`src/rtl/etok_pkg.sv`:
```
// Shared types, token kinds, scanner mode codes and keyword table
// for the expression tokenizer. No dependencies.
package etok_pkg;

  localparam int TEXT_BYTES_DEF = 8;
  localparam int MAX_FRAC_DEF   = 9;
  localparam int KEYWORD_COUNT  = 12;
  localparam int QDEPTH         = 4;
  localparam int QAW            = 2;

  localparam logic [4:0] K_INT     = 5'd0;
  localparam logic [4:0] K_DEC     = 5'd1;
  localparam logic [4:0] K_PLUS    = 5'd2;
  localparam logic [4:0] K_MINUS   = 5'd3;
  localparam logic [4:0] K_STAR    = 5'd4;
  localparam logic [4:0] K_SLASH   = 5'd5;
  localparam logic [4:0] K_LPAR    = 5'd6;
  localparam logic [4:0] K_RPAR    = 5'd7;
  localparam logic [4:0] K_ASSIGN  = 5'd8;
  localparam logic [4:0] K_SEMI    = 5'd9;
  localparam logic [4:0] K_COMPARE = 5'd10;
  localparam logic [4:0] K_IDENT   = 5'd11;
  localparam logic [4:0] K_END     = 5'd22;
  localparam logic [4:0] K_ERROR   = 5'd23;

  localparam logic [2:0] M_IDLE  = 3'd0;
  localparam logic [2:0] M_IDENT = 3'd1;
  localparam logic [2:0] M_INT   = 3'd2;
  localparam logic [2:0] M_DEC   = 3'd3;
  localparam logic [2:0] M_EQ    = 3'd4;
  localparam logic [2:0] M_BANG  = 3'd5;
  localparam logic [2:0] M_REL   = 3'd6;

  typedef struct packed {
    logic [4:0]  kind;
    logic [15:0] line;
    logic [15:0] col;
    logic [30:0] ival;
    logic [29:0] fval;
    logic [3:0]  fdig;
    logic [63:0] text;
    logic [4:0]  tlen;
    logic        last;
  } tok_t;

  typedef struct packed {
    logic [63:0] word;
    logic [4:0]  len;
    logic [4:0]  kind;
  } kw_t;

  localparam kw_t KW_TABLE [KEYWORD_COUNT] = '{
    '{64'h0000_0000_6572_696C, 5'd4, 5'd12},  // lire
    '{64'h0000_6572_6972_6365, 5'd6, 5'd13},  // ecrire
    '{64'h0000_0000_0000_6973, 5'd2, 5'd14},  // si
    '{64'h0000_0073_726F_6C61, 5'd5, 5'd15},  // alors
    '{64'h0000_006E_6F6E_6973, 5'd5, 5'd16},  // sinon
    '{64'h0000_0000_0069_7366, 5'd3, 5'd17},  // fsi
    '{64'h0000_0000_0000_7465, 5'd2, 5'd18},  // et
    '{64'h0000_0000_0000_756F, 5'd2, 5'd18},  // ou
    '{64'h0000_0000_006E_6F6E, 5'd3, 5'd18},  // non
    '{64'h0065_7571_746E_6174, 5'd7, 5'd19},  // tantque
    '{64'h0000_0065_7269_6166, 5'd5, 5'd20},  // faire
    '{64'h0000_0000_7469_6166, 5'd4, 5'd21}   // fait
  };

endpackage

```
`src/rtl/etok_front.sv`:
```
// Scanner front end: per-character state machine, emits up to two raw tokens.
// Depends on etok_pkg.
module etok_front #(
  parameter int TEXT_BYTES = etok_pkg::TEXT_BYTES_DEF,
  parameter int MAX_FRAC   = etok_pkg::MAX_FRAC_DEF
) (
  input  logic          clk,
  input  logic          rst_n,
  input  logic          acc_en,
  input  logic [7:0]    char_code,
  input  logic          end_of_input,
  output logic [1:0]    push_cnt,
  output etok_pkg::tok_t tok0,
  output etok_pkg::tok_t tok1
);
  import etok_pkg::*;

  logic [2:0]  mode_r, mode_nxt;
  logic [4:0]  pk_r, pk_nxt;
  logic [63:0] text_r, text_nxt;
  logic [4:0]  cnt_r, cnt_nxt;
  logic [30:0] iacc_r, iacc_nxt;
  logic [29:0] facc_r, facc_nxt;
  logic [3:0]  fcnt_r, fcnt_nxt;
  logic [15:0] line_r, line_nxt, col_r, col_nxt;
  logic [15:0] tline_r, tline_nxt, tcol_r, tcol_nxt;
  logic        err_r, err_nxt;

  function automatic logic [63:0] app_text(logic [63:0] t, logic [4:0] n, logic [7:0] c);
    app_text = t;
    if (n < 5'(TEXT_BYTES)) app_text = t | ({56'd0, c} << {n[2:0], 3'b000});
  endfunction

  function automatic logic [4:0] app_cnt(logic [4:0] n);
    app_cnt = (n < 5'd31) ? n + 5'd1 : n;
  endfunction

  function automatic tok_t mk(logic [4:0] k, logic [15:0] l, logic [15:0] cl,
                              logic [30:0] iv, logic [29:0] fv, logic [3:0] fd,
                              logic [63:0] tx, logic [4:0] tl);
    tok_t t;
    t.kind = k; t.line = l; t.col = cl; t.ival = iv; t.fval = fv; t.fdig = fd;
    t.text = tx; t.tlen = tl; t.last = 1'b0;
    mk = t;
  endfunction

  logic        is_dig, is_let, is_blank;
  logic [3:0]  dval;
  logic [34:0] iprod;
  logic [1:0]  n;
  logic        do_start, do_pend;
  logic [4:0]  pend_kind;
  logic [63:0] ptext;
  logic [4:0]  pcnt;
  tok_t        pend_tok, start_tok;
  logic        st_emit;
  logic [4:0]  single;

  assign is_dig   = (char_code >= 8'h30) && (char_code <= 8'h39);
  assign is_let   = ((char_code >= 8'h61) && (char_code <= 8'h7A)) ||
                    ((char_code >= 8'h41) && (char_code <= 8'h5A));
  assign is_blank = (char_code == 8'h20) || (char_code == 8'h09) || (char_code == 8'h0A);
  assign dval     = 4'(char_code - 8'h30);
  assign iprod    = ({4'd0, iacc_r} << 3) + ({4'd0, iacc_r} << 1) + 35'(dval);

  always_comb begin
    mode_nxt = mode_r; pk_nxt = pk_r; text_nxt = text_r; cnt_nxt = cnt_r;
    iacc_nxt = iacc_r; facc_nxt = facc_r; fcnt_nxt = fcnt_r;
    line_nxt = line_r; col_nxt = col_r; tline_nxt = tline_r; tcol_nxt = tcol_r;
    err_nxt = err_r;
    tok0 = '0; tok1 = '0; n = 2'd0;
    do_start = 1'b0; do_pend = 1'b0; pend_kind = pk_r;
    ptext = text_r; pcnt = cnt_r;
    single = K_PLUS; st_emit = 1'b0;

    if (end_of_input) begin
      if (err_r || mode_r == M_EQ || mode_r == M_BANG || mode_r == M_REL) begin
        tok0 = mk(K_ERROR, line_r, col_r, '0, '0, '0, '0, '0);
        err_nxt = 1'b1;
        n = 2'd1;
      end else begin
        if (mode_r != M_IDLE) begin
          do_pend = 1'b1;
        end
      end
      mode_nxt = M_IDLE;
      line_nxt = 16'd1;
      col_nxt  = 16'd1;
    end else begin
      if (!err_r) begin
        unique case (mode_r)
          M_IDENT: begin
            if (is_let || is_dig) begin
              text_nxt = app_text(text_r, cnt_r, char_code); cnt_nxt = app_cnt(cnt_r);
            end else begin
              do_pend = 1'b1; do_start = !is_blank;
            end
          end
          M_INT: begin
            if (is_dig) begin
              iacc_nxt = (iprod > 35'h7FFF_FFFF) ? 31'h7FFF_FFFF : iprod[30:0];
              text_nxt = app_text(text_r, cnt_r, char_code); cnt_nxt = app_cnt(cnt_r);
            end else if (char_code == 8'h2E) begin
              text_nxt = app_text(text_r, cnt_r, char_code); cnt_nxt = app_cnt(cnt_r);
              pk_nxt = K_DEC; mode_nxt = M_DEC;
            end else begin
              do_pend = 1'b1; do_start = !is_blank;
            end
          end
          M_DEC: begin
            if (is_dig) begin
              text_nxt = app_text(text_r, cnt_r, char_code); cnt_nxt = app_cnt(cnt_r);
              if (fcnt_r < 4'(MAX_FRAC)) begin
                facc_nxt = 30'((facc_r << 3) + (facc_r << 1) + 30'(dval));
                fcnt_nxt = fcnt_r + 4'd1;
              end
            end else begin
              do_pend = 1'b1; do_start = !is_blank;
            end
          end
          M_EQ, M_BANG, M_REL: begin
            if (char_code == 8'h3D) begin
              ptext = app_text(text_r, cnt_r, char_code); pcnt = app_cnt(cnt_r);
              do_pend = 1'b1; pend_kind = K_COMPARE;
            end else if (char_code == 8'h20 && mode_r != M_BANG) begin
              do_pend = 1'b1;
              pend_kind = (mode_r == M_EQ) ? K_ASSIGN : K_COMPARE;
            end else begin
              tok0 = mk(K_ERROR, line_r, col_r, '0, '0, '0, {56'd0, char_code}, 5'd1);
              err_nxt = 1'b1; n = 2'd1; mode_nxt = M_IDLE;
            end
          end
          default: begin
            mode_nxt = M_IDLE;
            do_start = !is_blank;
          end
        endcase
      end
      if (char_code == 8'h0A) begin
        if (line_r != 16'hFFFF) line_nxt = line_r + 16'd1;
        col_nxt = 16'd1;
      end else if (col_r != 16'hFFFF) begin
        col_nxt = col_r + 16'd1;
      end
    end

    // pending token always lands in the first slot
    pend_tok = mk(pend_kind, tline_r, tcol_r,
                  (pend_kind == K_INT || pend_kind == K_DEC) ? iacc_r : 31'd0,
                  (pend_kind == K_DEC) ? facc_r : 30'd0,
                  (pend_kind == K_DEC) ? fcnt_r : 4'd0, ptext, pcnt);
    if (do_pend) begin
      tok0 = pend_tok; n = 2'd1; mode_nxt = M_IDLE;
    end

    // token start
    case (char_code)
      8'h2B: single = K_PLUS;
      8'h2D: single = K_MINUS;
      8'h2A: single = K_STAR;
      8'h2F: single = K_SLASH;
      8'h28: single = K_LPAR;
      8'h29: single = K_RPAR;
      8'h3B: single = K_SEMI;
      default: single = K_ERROR;
    endcase
    start_tok = mk(single, line_r, col_r, '0, '0, '0, {56'd0, char_code}, 5'd1);
    if (do_start) begin
      tline_nxt = line_r; tcol_nxt = col_r;
      text_nxt = {56'd0, char_code}; cnt_nxt = 5'd1;
      iacc_nxt = '0; facc_nxt = '0; fcnt_nxt = '0;
      mode_nxt = M_IDLE;
      if (is_dig) begin
        iacc_nxt = {27'd0, dval}; pk_nxt = K_INT; mode_nxt = M_INT;
      end else if (is_let) begin
        pk_nxt = K_IDENT; mode_nxt = M_IDENT;
      end else if (char_code == 8'h2E) begin
        pk_nxt = K_DEC; mode_nxt = M_DEC;
      end else if (char_code == 8'h3D) begin
        mode_nxt = M_EQ;
      end else if (char_code == 8'h21) begin
        mode_nxt = M_BANG;
      end else if (char_code == 8'h3C || char_code == 8'h3E) begin
        mode_nxt = M_REL;
      end else begin
        st_emit = 1'b1;
        if (single == K_ERROR) err_nxt = 1'b1;
      end
      if (st_emit) begin
        if (n == 2'd0) tok0 = start_tok;
        else tok1 = start_tok;
        n = n + 2'd1;
      end
    end

    // end token follows any flushed pending token
    if (end_of_input && !(err_r || mode_r == M_EQ || mode_r == M_BANG || mode_r == M_REL)) begin
      if (n == 2'd0) tok0 = mk(K_END, line_r, col_r, '0, '0, '0, '0, '0);
      else tok1 = mk(K_END, line_r, col_r, '0, '0, '0, '0, '0);
      n = n + 2'd1;
    end

    if (n == 2'd1) tok0.last = 1'b1;
    if (n == 2'd2) tok1.last = 1'b1;
    push_cnt = acc_en ? n : 2'd0;
  end

  always_ff @(posedge clk) begin
    if (!rst_n) begin
      mode_r <= M_IDLE; pk_r <= '0; text_r <= '0; cnt_r <= '0;
      iacc_r <= '0; facc_r <= '0; fcnt_r <= '0;
      line_r <= 16'd1; col_r <= 16'd1; tline_r <= 16'd1; tcol_r <= 16'd1;
      err_r <= 1'b0;
    end else if (acc_en) begin
      mode_r <= mode_nxt; pk_r <= pk_nxt; text_r <= text_nxt; cnt_r <= cnt_nxt;
      iacc_r <= iacc_nxt; facc_r <= facc_nxt; fcnt_r <= fcnt_nxt;
      line_r <= line_nxt; col_r <= col_nxt; tline_r <= tline_nxt; tcol_r <= tcol_nxt;
      err_r <= err_nxt;
    end
  end

  // once latched, the error flag never drops without reset
  a_err_sticky: assert property (@(posedge clk) disable iff (!rst_n)
    $past(err_r) && $past(rst_n) |-> err_r) else $error("error latch cleared");
  // fraction count never exceeds its limit
  a_frac_lim: assert property (@(posedge clk) disable iff (!rst_n)
    fcnt_r <= 4'(MAX_FRAC)) else $error("fraction count overflow");

endmodule

```
`src/rtl/etok_queue.sv`:
```
// Token queue between scanner and output stage: up to two writes, one read per cycle.
// Depends on etok_pkg.
module etok_queue (
  input  logic           clk,
  input  logic           rst_n,
  input  logic [1:0]     push_cnt,
  input  etok_pkg::tok_t d0,
  input  etok_pkg::tok_t d1,
  input  logic           pop,
  output etok_pkg::tok_t head,
  output logic           not_empty,
  output logic           room2
);
  import etok_pkg::*;

  tok_t          mem_r [QDEPTH];
  logic [QAW-1:0] wp_r, rp_r;
  logic [QAW:0]   cnt_r, cnt_nxt;

  assign head      = mem_r[rp_r];
  assign not_empty = (cnt_r != '0);
  assign room2     = (cnt_r <= (QAW+1)'(QDEPTH - 2));
  assign cnt_nxt   = cnt_r + (QAW+1)'(push_cnt) - (QAW+1)'(pop);

  always_ff @(posedge clk) begin
    if (push_cnt != 2'd0) mem_r[wp_r] <= d0;
    if (push_cnt == 2'd2) mem_r[wp_r + QAW'(1)] <= d1;
  end

  always_ff @(posedge clk) begin
    if (!rst_n) begin
      wp_r <= '0; rp_r <= '0; cnt_r <= '0;
    end else begin
      wp_r  <= wp_r + QAW'(push_cnt);
      rp_r  <= rp_r + QAW'(pop);
      cnt_r <= cnt_nxt;
    end
  end

  a_no_over: assert property (@(posedge clk) disable iff (!rst_n)
    push_cnt != 2'd0 |-> room2) else $error("queue overflow");
  a_no_under: assert property (@(posedge clk) disable iff (!rst_n)
    pop |-> not_empty) else $error("queue underflow");
  a_cnt: assert property (@(posedge clk) disable iff (!rst_n)
    cnt_r <= (QAW+1)'(QDEPTH)) else $error("queue count out of range");

endmodule

```
`src/rtl/etok_back.sv`:
```
// Output stage: keyword lookup on identifiers and the result register.
// Depends on etok_pkg.
module etok_back (
  input  logic           clk,
  input  logic           rst_n,
  input  etok_pkg::tok_t head,
  input  logic           not_empty,
  output logic           pop,
  input  logic           out_ready,
  output logic           out_valid,
  output etok_pkg::tok_t res
);
  import etok_pkg::*;

  logic  valid_r;
  tok_t  res_r;
  tok_t  looked;

  always_comb begin
    looked = head;
    if (head.kind == K_IDENT) begin
      for (int i = KEYWORD_COUNT - 1; i >= 0; i--) begin
        if (head.tlen == KW_TABLE[i].len && head.text == KW_TABLE[i].word)
          looked.kind = KW_TABLE[i].kind;
      end
    end
  end

  assign pop       = not_empty && (!valid_r || out_ready);
  assign out_valid = valid_r;
  assign res       = res_r;

  always_ff @(posedge clk) begin
    if (!rst_n) valid_r <= 1'b0;
    else if (!valid_r || out_ready) valid_r <= not_empty;
  end

  always_ff @(posedge clk) begin
    if (pop) res_r <= looked;
  end

  a_hold: assert property (@(posedge clk) disable iff (!rst_n)
    valid_r && !out_ready |=> valid_r && $stable(res_r)) else $error("result dropped");

endmodule

```
`src/rtl/expression_tokenizer.sv`:
```
// Top level of the expression tokenizer: scanner, token queue, output stage.
// Depends on etok_pkg, etok_front, etok_queue, etok_back.
//
// Usage:
//  - Input channel (in_valid/in_ready): one character per transfer, or an
//    end mark (in_end_of_input = 1, character ignored).
//  - Result channel (out_valid/out_ready): one token per transfer; a single
//    input may yield zero, one or two tokens, out_last_result flags the last.
//  - Throughput: one character per cycle while in_ready is high. The
//    scanner pushes up to two tokens into a four-entry queue; the output
//    stage drains one token per cycle while out_ready is high, so a run of
//    inputs yielding two tokens each is bound by the queue's single read port.
//  - Path: a token is written into the queue when the character ending it
//    is taken, then moves into the result register, which drives the
//    output, when the output stage pops it; a waiting result holds it back.
//  - in_ready is high while the queue has room for two tokens; the scanner
//    keeps working while a finished result waits in the result register.
//  - Receiver stall: the result holds, the queue fills, then in_ready drops.
//  - Reset: scanner idle, line and column 1, error latch clear, queue empty.
//    A bad character latches an error that only reset clears.
module expression_tokenizer #(
  parameter int TEXT_BYTES = etok_pkg::TEXT_BYTES_DEF,
  parameter int MAX_FRAC   = etok_pkg::MAX_FRAC_DEF
) (
  input  logic        clk,
  input  logic        rst_n,
  input  logic        in_valid,
  output logic        in_ready,
  input  logic [7:0]  in_char_code,
  input  logic        in_end_of_input,
  output logic        out_valid,
  input  logic        out_ready,
  output logic [4:0]  out_token_kind,
  output logic [15:0] out_start_line,
  output logic [15:0] out_start_column,
  output logic [30:0] out_int_value,
  output logic [29:0] out_frac_value,
  output logic [3:0]  out_frac_digits,
  output logic [63:0] out_token_text,
  output logic [4:0]  out_text_length,
  output logic        out_last_result
);
  import etok_pkg::*;

  logic       acc_en, pop, not_empty, room2;
  logic [1:0] push_cnt;
  tok_t       tok0, tok1, head, res;

  // transfer into the scanner only when the queue can take both tokens
  assign in_ready = room2;
  assign acc_en   = in_valid && room2;

  etok_front #(.TEXT_BYTES(TEXT_BYTES), .MAX_FRAC(MAX_FRAC)) u_front (
    .clk, .rst_n, .acc_en,
    .char_code(in_char_code), .end_of_input(in_end_of_input),
    .push_cnt, .tok0, .tok1
  );

  etok_queue u_queue (
    .clk, .rst_n, .push_cnt, .d0(tok0), .d1(tok1), .pop,
    .head, .not_empty, .room2
  );

  etok_back u_back (
    .clk, .rst_n, .head, .not_empty, .pop, .out_ready, .out_valid, .res
  );

  assign out_token_kind   = res.kind;
  assign out_start_line   = res.line;
  assign out_start_column = res.col;
  assign out_int_value    = res.ival;
  assign out_frac_value   = res.fval;
  assign out_frac_digits  = res.fdig;
  assign out_token_text   = res.text;
  assign out_text_length  = res.tlen;
  assign out_last_result  = res.last;

endmodule
```
`config.mk`:
```
export PLATFORM = sky130hd
export DESIGN_NAME = expression_tokenizer
export DESIGN_NICKNAME = d
export VERILOG_FILES = /design/src/rtl/etok_pkg.sv /design/src/rtl/etok_front.sv /design/src/rtl/etok_queue.sv /design/src/rtl/etok_back.sv /design/src/rtl/expression_tokenizer.sv
export SDC_FILE = /design/constraint.sdc
export NUM_CORES = 2
export LEC_CHECK = 0
export BUFFER_PORTS_ARGS = -buffer_cell sky130_fd_sc_hd__buf_4
export CAP_MARGIN = 20
export CORE_UTILIZATION = 52
export CTS_BUF_LIST = sky130_fd_sc_hd__clkbuf_8 sky130_fd_sc_hd__clkbuf_16
export DETAILED_ROUTE_END_ITERATION = 8
export PLACE_DENSITY = 0.8
export SLEW_MARGIN = 20
export SYNTH_ARGS = -nofsm -noshare
export SYNTH_HDL_FRONTEND = slang
export SYNTH_SLANG_ARGS = --single-unit
```
`constraint.sdc`:
```
create_clock -name clk -period 11.9 [get_ports clk]
set_input_delay 2.38 -clock clk [delete_from_list [all_inputs] [get_ports clk]]
set_output_delay 2.38 -clock clk [all_outputs]
set_load 0.05 [all_outputs]
```
After elaboration in Yosys (flattened, before gate mapping)
Memory sizes are Yosys's and may differ from the RTL's. A register that Yosys moved wholly into a read port is not among the register bits. Cells that the tools add are included.

Input port bits: 13. Memories kept: 1. Logic and storage cells: 341. Bits in registers: 387. RAM bits: 688.

Memory list: u_queue.mem_r (words 4, bits a word 172, read ports 1, clocked after memory_dff 1, wr ports 2, line etok_queue.sv:16) `tok_t mem_r [QDEPTH];`.

Equal/unequal tests: 59. Mux-type cells: 172. $add $sub $neg: 16. Reduce and logical (&&, ||, !) cells: 55. Shifts and indexed selects: 1. $lt $le $gt $ge: 11. Bitwise logic cells: 1.

Operators by type and width (count): $mux W172 (17); $mux W64 (12); $mux W31 (7); $mux W30 (7); $mux W5 (39); $eq A64 B15 Y1 const B (3); $eq A64 B39 Y1 const B (3); $pmux W64 S3 (1); $eq A64 B23 Y1 const B (2); $eq A64 B31 Y1 const B (2); $eq A8 B6 Y1 const B (13); $mux W16 (6); $eq A64 B47 Y1 const B (1); $eq A64 B55 Y1 const B (1); $or A64 B64 Y64 (1); $shl A8 B6 Y64 (1); $mux W1 (45); $mux W3 (14); $add A34 B32 Y35 (1); $add A35 B4 Y35 (1); $gt A35 B31 Y1 const B (1); $pmux W5 S7 (1); $add A16 B1 Y16 const B (2); $mux W4 (8); 58 further kinds (126).

Depth between registers and ports, before layout
Word-level depth: 18. Gate-level depth with buffers: 23.

Cells and area by module
A second synthesis with hierarchy kept.

Cell total of the unflattened synthesis: 3967. Area total of the unflattened synthesis: 54377.2 um^2.

Modules (own cells, without submodules): etok_queue (cells an instance 1706, area an instance 33439.6 um^2, instances 1); etok_front (cells an instance 1935, area an instance 14769.2 um^2, instances 1); etok_back (cells an instance 325, area an instance 6162.2 um^2, instances 1); expression_tokenizer (cells an instance 1, area an instance 6.3 um^2, instances 1).

Least setup slack after synthesis
Ideal clock, no wire load.

Path type: input to register. Start: input port out_ready. End: register u_queue.cnt_r[1]. Stages: 7. Buffers on the path: 0. Setup slack: -975 ps. Arrival time: 12760 ps. Cell sequence: inv_1 a21oi_1 ha_1 inv_1 ha_1 fa_1 and2_1.

Cells in the longest elaborated chain, start to end: 3.

RTL lines: from (decl) (line expression_tokenizer.sv:32) `input logic out_ready,`; $logic_or A1 B1 Y1 (line etok_back.sv:29) `assign pop = not_empty && (!valid_r || out_ready);`; $logic_and A1 B1 Y1 (line etok_back.sv:29); net pop (line expression_tokenizer.sv:45) `logic acc_en, pop, not_empty, room2;`; $sub A3 B1 Y3 (line etok_queue.sv:23) `assign cnt_nxt = cnt_r + (QAW+1)'(push_cnt) - (QAW+1)'(pop);`; net u_queue.cnt_nxt[1] (line etok_queue.sv:18) `logic [QAW:0] cnt_r, cnt_nxt;`; to (signal assigned) (line etok_queue.sv:36) `cnt_r <= cnt_nxt;`; to (decl) (line etok_queue.sv:18).

The timed path passes the listed nets, and every way through them passes these cells. A chain may end at the register's enable or synchronous reset.

==> results.cfg <==
[placement]
dp_hpwl_um = 78700
gp_congestion = 0.908
placed_area_sq_mm = 0.0499
pre_cts_slack_ns = 3.11
numPortBuffers = 186

[die]
core_area_sq_mm = 0.0907
die_area_sq_mm = 0.0934
initial_utilization = 0.528
ios = 187
dieHeight_um = 306
dieWidth_um = 306
rows = 110

[sta]
worstMarginPinSlew_ns = 1.19
hold_slack_ns = 0.451
fmax_ghz = 0.121
fin_crit_ns = 8.25
max-slew-margin-rel = 0.209
fin_ws_ns = 3.65
setup_tns_ns = 0
final-hold-violation-count = 0
rsz0062_at_grt = no
skew_ns = 0.0460
final-setup-viol-count = 0
drv_slew = 0
timing.final.crit_share = 0.693

[routing]
num_vias = 38400
drcViolationCount = 0
drt_iter0_drc = 4572
wl_met3_um = 12500
firstDrtPassIters = 6
wl_per_cell_um = 22.8
wl_met2_um = 63800
wl_um = 133000
m1WireLength_um = 51700
topRoutingLayerUsed = met5
vias_per_cell = 6.58
ant_nets = 0

[critical_path]
critPathKind = in2reg
reg2reg_depth = 15
slowest_stage = buf_4
cp_num_buf_inv = 4
crit_path_end_kind = flop
cp_common_cell = buf_4
crit_required_ns = 12.26
cpPeakStageDelay_ns = 0.92
crit_arrival_ns = 8.61
r2r_start = u_front.mode_r[2]$_SDFFE_PN0P_
r2r_slack_ns = 5.19
crit_chain = buf_4, nor2_1, a2111oi_4, a211oi_1, nor3_1, inv_1, ha_1, nand2_1, ha_1, and3_1, a31oi_2, nor3_1, a31oi_4, buf_4, buf_4, o22ai_1
critPathLaunchType = input pin
r2r_end = u_queue.mem_r[0][154]$_DFFE_PP_
crit_family = compound AO/OA/AOI/OAI gates
cp_max_fo = 99

[grt]
grt_pass1_vias = 37600
grt_pass1_wl_um = 208000
track_usage = 0.279
overflow = 0
antenna_found_initial = 4
grt_max_degree = 173

[cts]
post-cts-setup-buffers = 0
clk_latency_ns = 0.71
cts_buffer_depth = 3
cts_tree = yes
clkSlewWorstSetupHoldPaths_ns = 0.06
numClockSinks = 1075
cts_hold_buf = 0
h-tree-depth = 3
root_buffer = clkbuf_16
cts-buffers-inserted = 104
cts-resized-gates = 0

[cells_and_area]
area_growth_pct = 11.5
fin_nets = 4714
fin_area_sq_mm = 0.0534
drive_above_1_share = 0.138

[power]
power.total_w = 0.0110
leakagePower_nw = 18.8
power.density_mw_per_mm2 = 206
ir_worst_vdd_mv = 0.167

[synth]
synthFlopType = dfxtp_1
synth.area.mux_share = 0.0815
synthXorXnorAreaFrac = 0.0148
synth_edf_count = 360
netlist_instances = 4610
netlist_area_sq_mm = 0.0479
synth_warnings = 0
synth_compound_area_frac = 0.164
synthSimpleGateAreaFrac = 0.143
ys_types = 84
yosysSeqAreaShare = 0.524
synthAdderAreaFrac = 0.0352
synth_area_per_cell_sq_um = 10.4
synth_top_family_by_area = compound AO/OA/AOI/OAI gates
ys_async_sr_fraction = 0
syn_nets = 4755
synth_seq_cells = 1075

[worst_hold_path]
hold_depth = 2
whs_endpoint = u_queue.mem_r[3][71]$_SDFFE_PP0N_
hold_start = u_queue.mem_r[3][71]$_SDFFE_PP0N_
hold_path.class = reg2reg

[job]
cap_violations = 0

[outcome]
status = complete, no violations
-- cells in the mapped netlist, types with 17 or more instances --
cell / n / area [sq um]
nor2_1: 186 / 698
and3_1: 23 / 144
mux4_2: 172 / 3870
a21oi_1: 349 / 1750
ha_1: 127 / 1590
nor2b_1: 28 / 175
a41oi_1: 24 / 210
dfxtp_1: 715 / 14300
nand2_1: 466 / 1750
clkbuf_1: 245 / 920
a21o_1: 44 / 330
inv_1: 42 / 158
xnor2_1: 38 / 333
buf_2: 93 / 465
xor2_1: 43 / 377
o31ai_1: 202 / 1520
nand4_1: 19 / 119
o22ai_1: 160 / 1000
o2bb2ai_1: 26 / 228
nor3_1: 41 / 205
buf_1: 52 / 195
a22oi_1: 46 / 345
a31oi_1: 29 / 181
nand3_1: 563 / 2820
nand2b_1: 22 / 138
o21ai_0: 257 / 1290
and2_1: 17 / 106
edfxtp_1: 360 / 10800
nor4_1: 22 / 138
-- worst max path at each step --
stage | startpoint | endpoint | slack (ns) | cells past startpoint
2_1_floorplan | out_ready | u_queue.cnt_r[2]$_SDFF_PN0_ | 3.14 | 9
3_3_place_gp | in_char_code[0] | u_queue.mem_r[3][96]$_SDFFE_PP0N_ | 3.16 | 21
3_5_place_dp | in_char_code[0] | u_queue.mem_r[0][0]$_DFFE_PP_ | 3.11 | 16
4_1_cts | in_char_code[0] | u_queue.mem_r[0][0]$_DFFE_PP_ | 3.81 | 16
5_1_grt | in_char_code[4] | u_queue.mem_r[0][154]$_DFFE_PP_ | 3.21 | 17
6_report | in_char_code[2] | u_queue.mem_r[0][154]$_DFFE_PP_ | 3.65 | 16
-- flip-flops by register name (all words and copies together) (netlist names) --
signal	count
u_back.out_valid	1
u_back.res	172
u_front.cnt_r	5
u_front.col_r	16
u_front.err_r	1
u_front.facc_r	30
u_front.fcnt_r	4
u_front.iacc_r	31
u_front.line_r	16
u_front.mode_r	3
u_front.pk_r	5
u_front.tcol_r	16
u_front.text_r	64
u_front.tline_r	16
u_queue.cnt_r	3
u_queue.mem_r	688
u_queue.rp_r	2
u_queue.wp_r	2
-- report_power, final --
group	internal (W)	total (W)	switching (W)
Clock	0.00187	0.00332	0.00145
Combinational	0.000807	0.00315	0.00234
Sequential	0.00434	0.00453	0.000185
-- cells by family after synthesis --
group / Yosys count
compound gates: 1255
buf+inv: 438
mux: 175
flops: 1075
simple gates: 1454
fa+ha+maj: 132
xor+xnor: 81
-- stage by stage --
| step | std cells | utilization |
|---|---|---|
| 2_1_floorplan | 4610 | - |
| 3_3_place_gp | 5638 | 0.550 |
| 3_5_place_dp | 5638 | 0.550 |
| 4_1_cts | 5833 | 0.589 |
| 5_1_grt | 5834 | 0.589 |
| 6_report | 5835 | 0.589 |
-- cell type report --
type,instances,area (sq um)
Fill cell,7205,37300
Sequential cell,1075,25100
Multi-Input combinational cell,3097,21200
Clock buffer,126,2930
Timing Repair Buffer,248,1920
Tap cell,1176,1470
Clock inverter,69,598
Inverter,43,161
Antenna cell,1,2.50
-- cells in the final DEF, fill, tap and decap left out, types with 9 or more instances in the layout --
cell | netlist | layout
o21a_1 | 12 | 11
inv_1 | 42 | 68
o21bai_1 | 9 | 9
a21oi_1 | 349 | 346
nand2b_1 | 22 | 18
nor2b_1 | 28 | 27
nor4_1 | 22 | 22
clkbuf_8 | 0 | 20
nand3_1 | 563 | 563
o22ai_1 | 160 | 158
edfxtp_1 | 360 | 360
nor3_1 | 41 | 39
mux4_2 | 172 | 172
or3_1 | 13 | 13
o2bb2ai_1 | 26 | 26
a211oi_1 | 9 | 9
xnor2_1 | 38 | 38
clkbuf_16 | 0 | 106
nor2_1 | 186 | 185
a22o_1 | 12 | 12
and2_1 | 17 | 16
nand4_1 | 19 | 19
o21ai_0 | 257 | 257
ha_1 | 127 | 127
and3_1 | 23 | 23
a311oi_1 | 10 | 9
clkinv_2 | 0 | 19
nand2_1 | 466 | 460
xor2_1 | 43 | 43
o211ai_1 | 9 | 9
dfxtp_1 | 715 | 713
o31ai_1 | 202 | 202
a22oi_1 | 46 | 46
buf_4 | 2 | 242
a21o_1 | 44 | 44
a31oi_1 | 29 | 26
a41oi_1 | 24 | 24
-- layer usage --
metal | up-vias | global-route usage
li1 | 17300 | -
met1 | 18800 | 0.357
met2 | 1996 | 0.460
met3 | 335 | 0.0510
met4 | 8 | 0.124
met5 | - | 0
-- worst register-to-register path, stage by stage (launching register included) --
cell and delay, ns:
dfxtp_1 0.52, a21boi_1 0.53, nor3_1 0.20, a32o_1 0.32, nor3_1 0.83, inv_1 0.17
ha_1 0.28, nand2_1 0.19, ha_1 0.28, and3_1 0.16, a31oi_2 0.70, nor3_1 0.32
a31oi_4 0.26, buf_4 0.47, buf_4 0.93, o22ai_1 0.22
(Power assumes the default switching activity.)
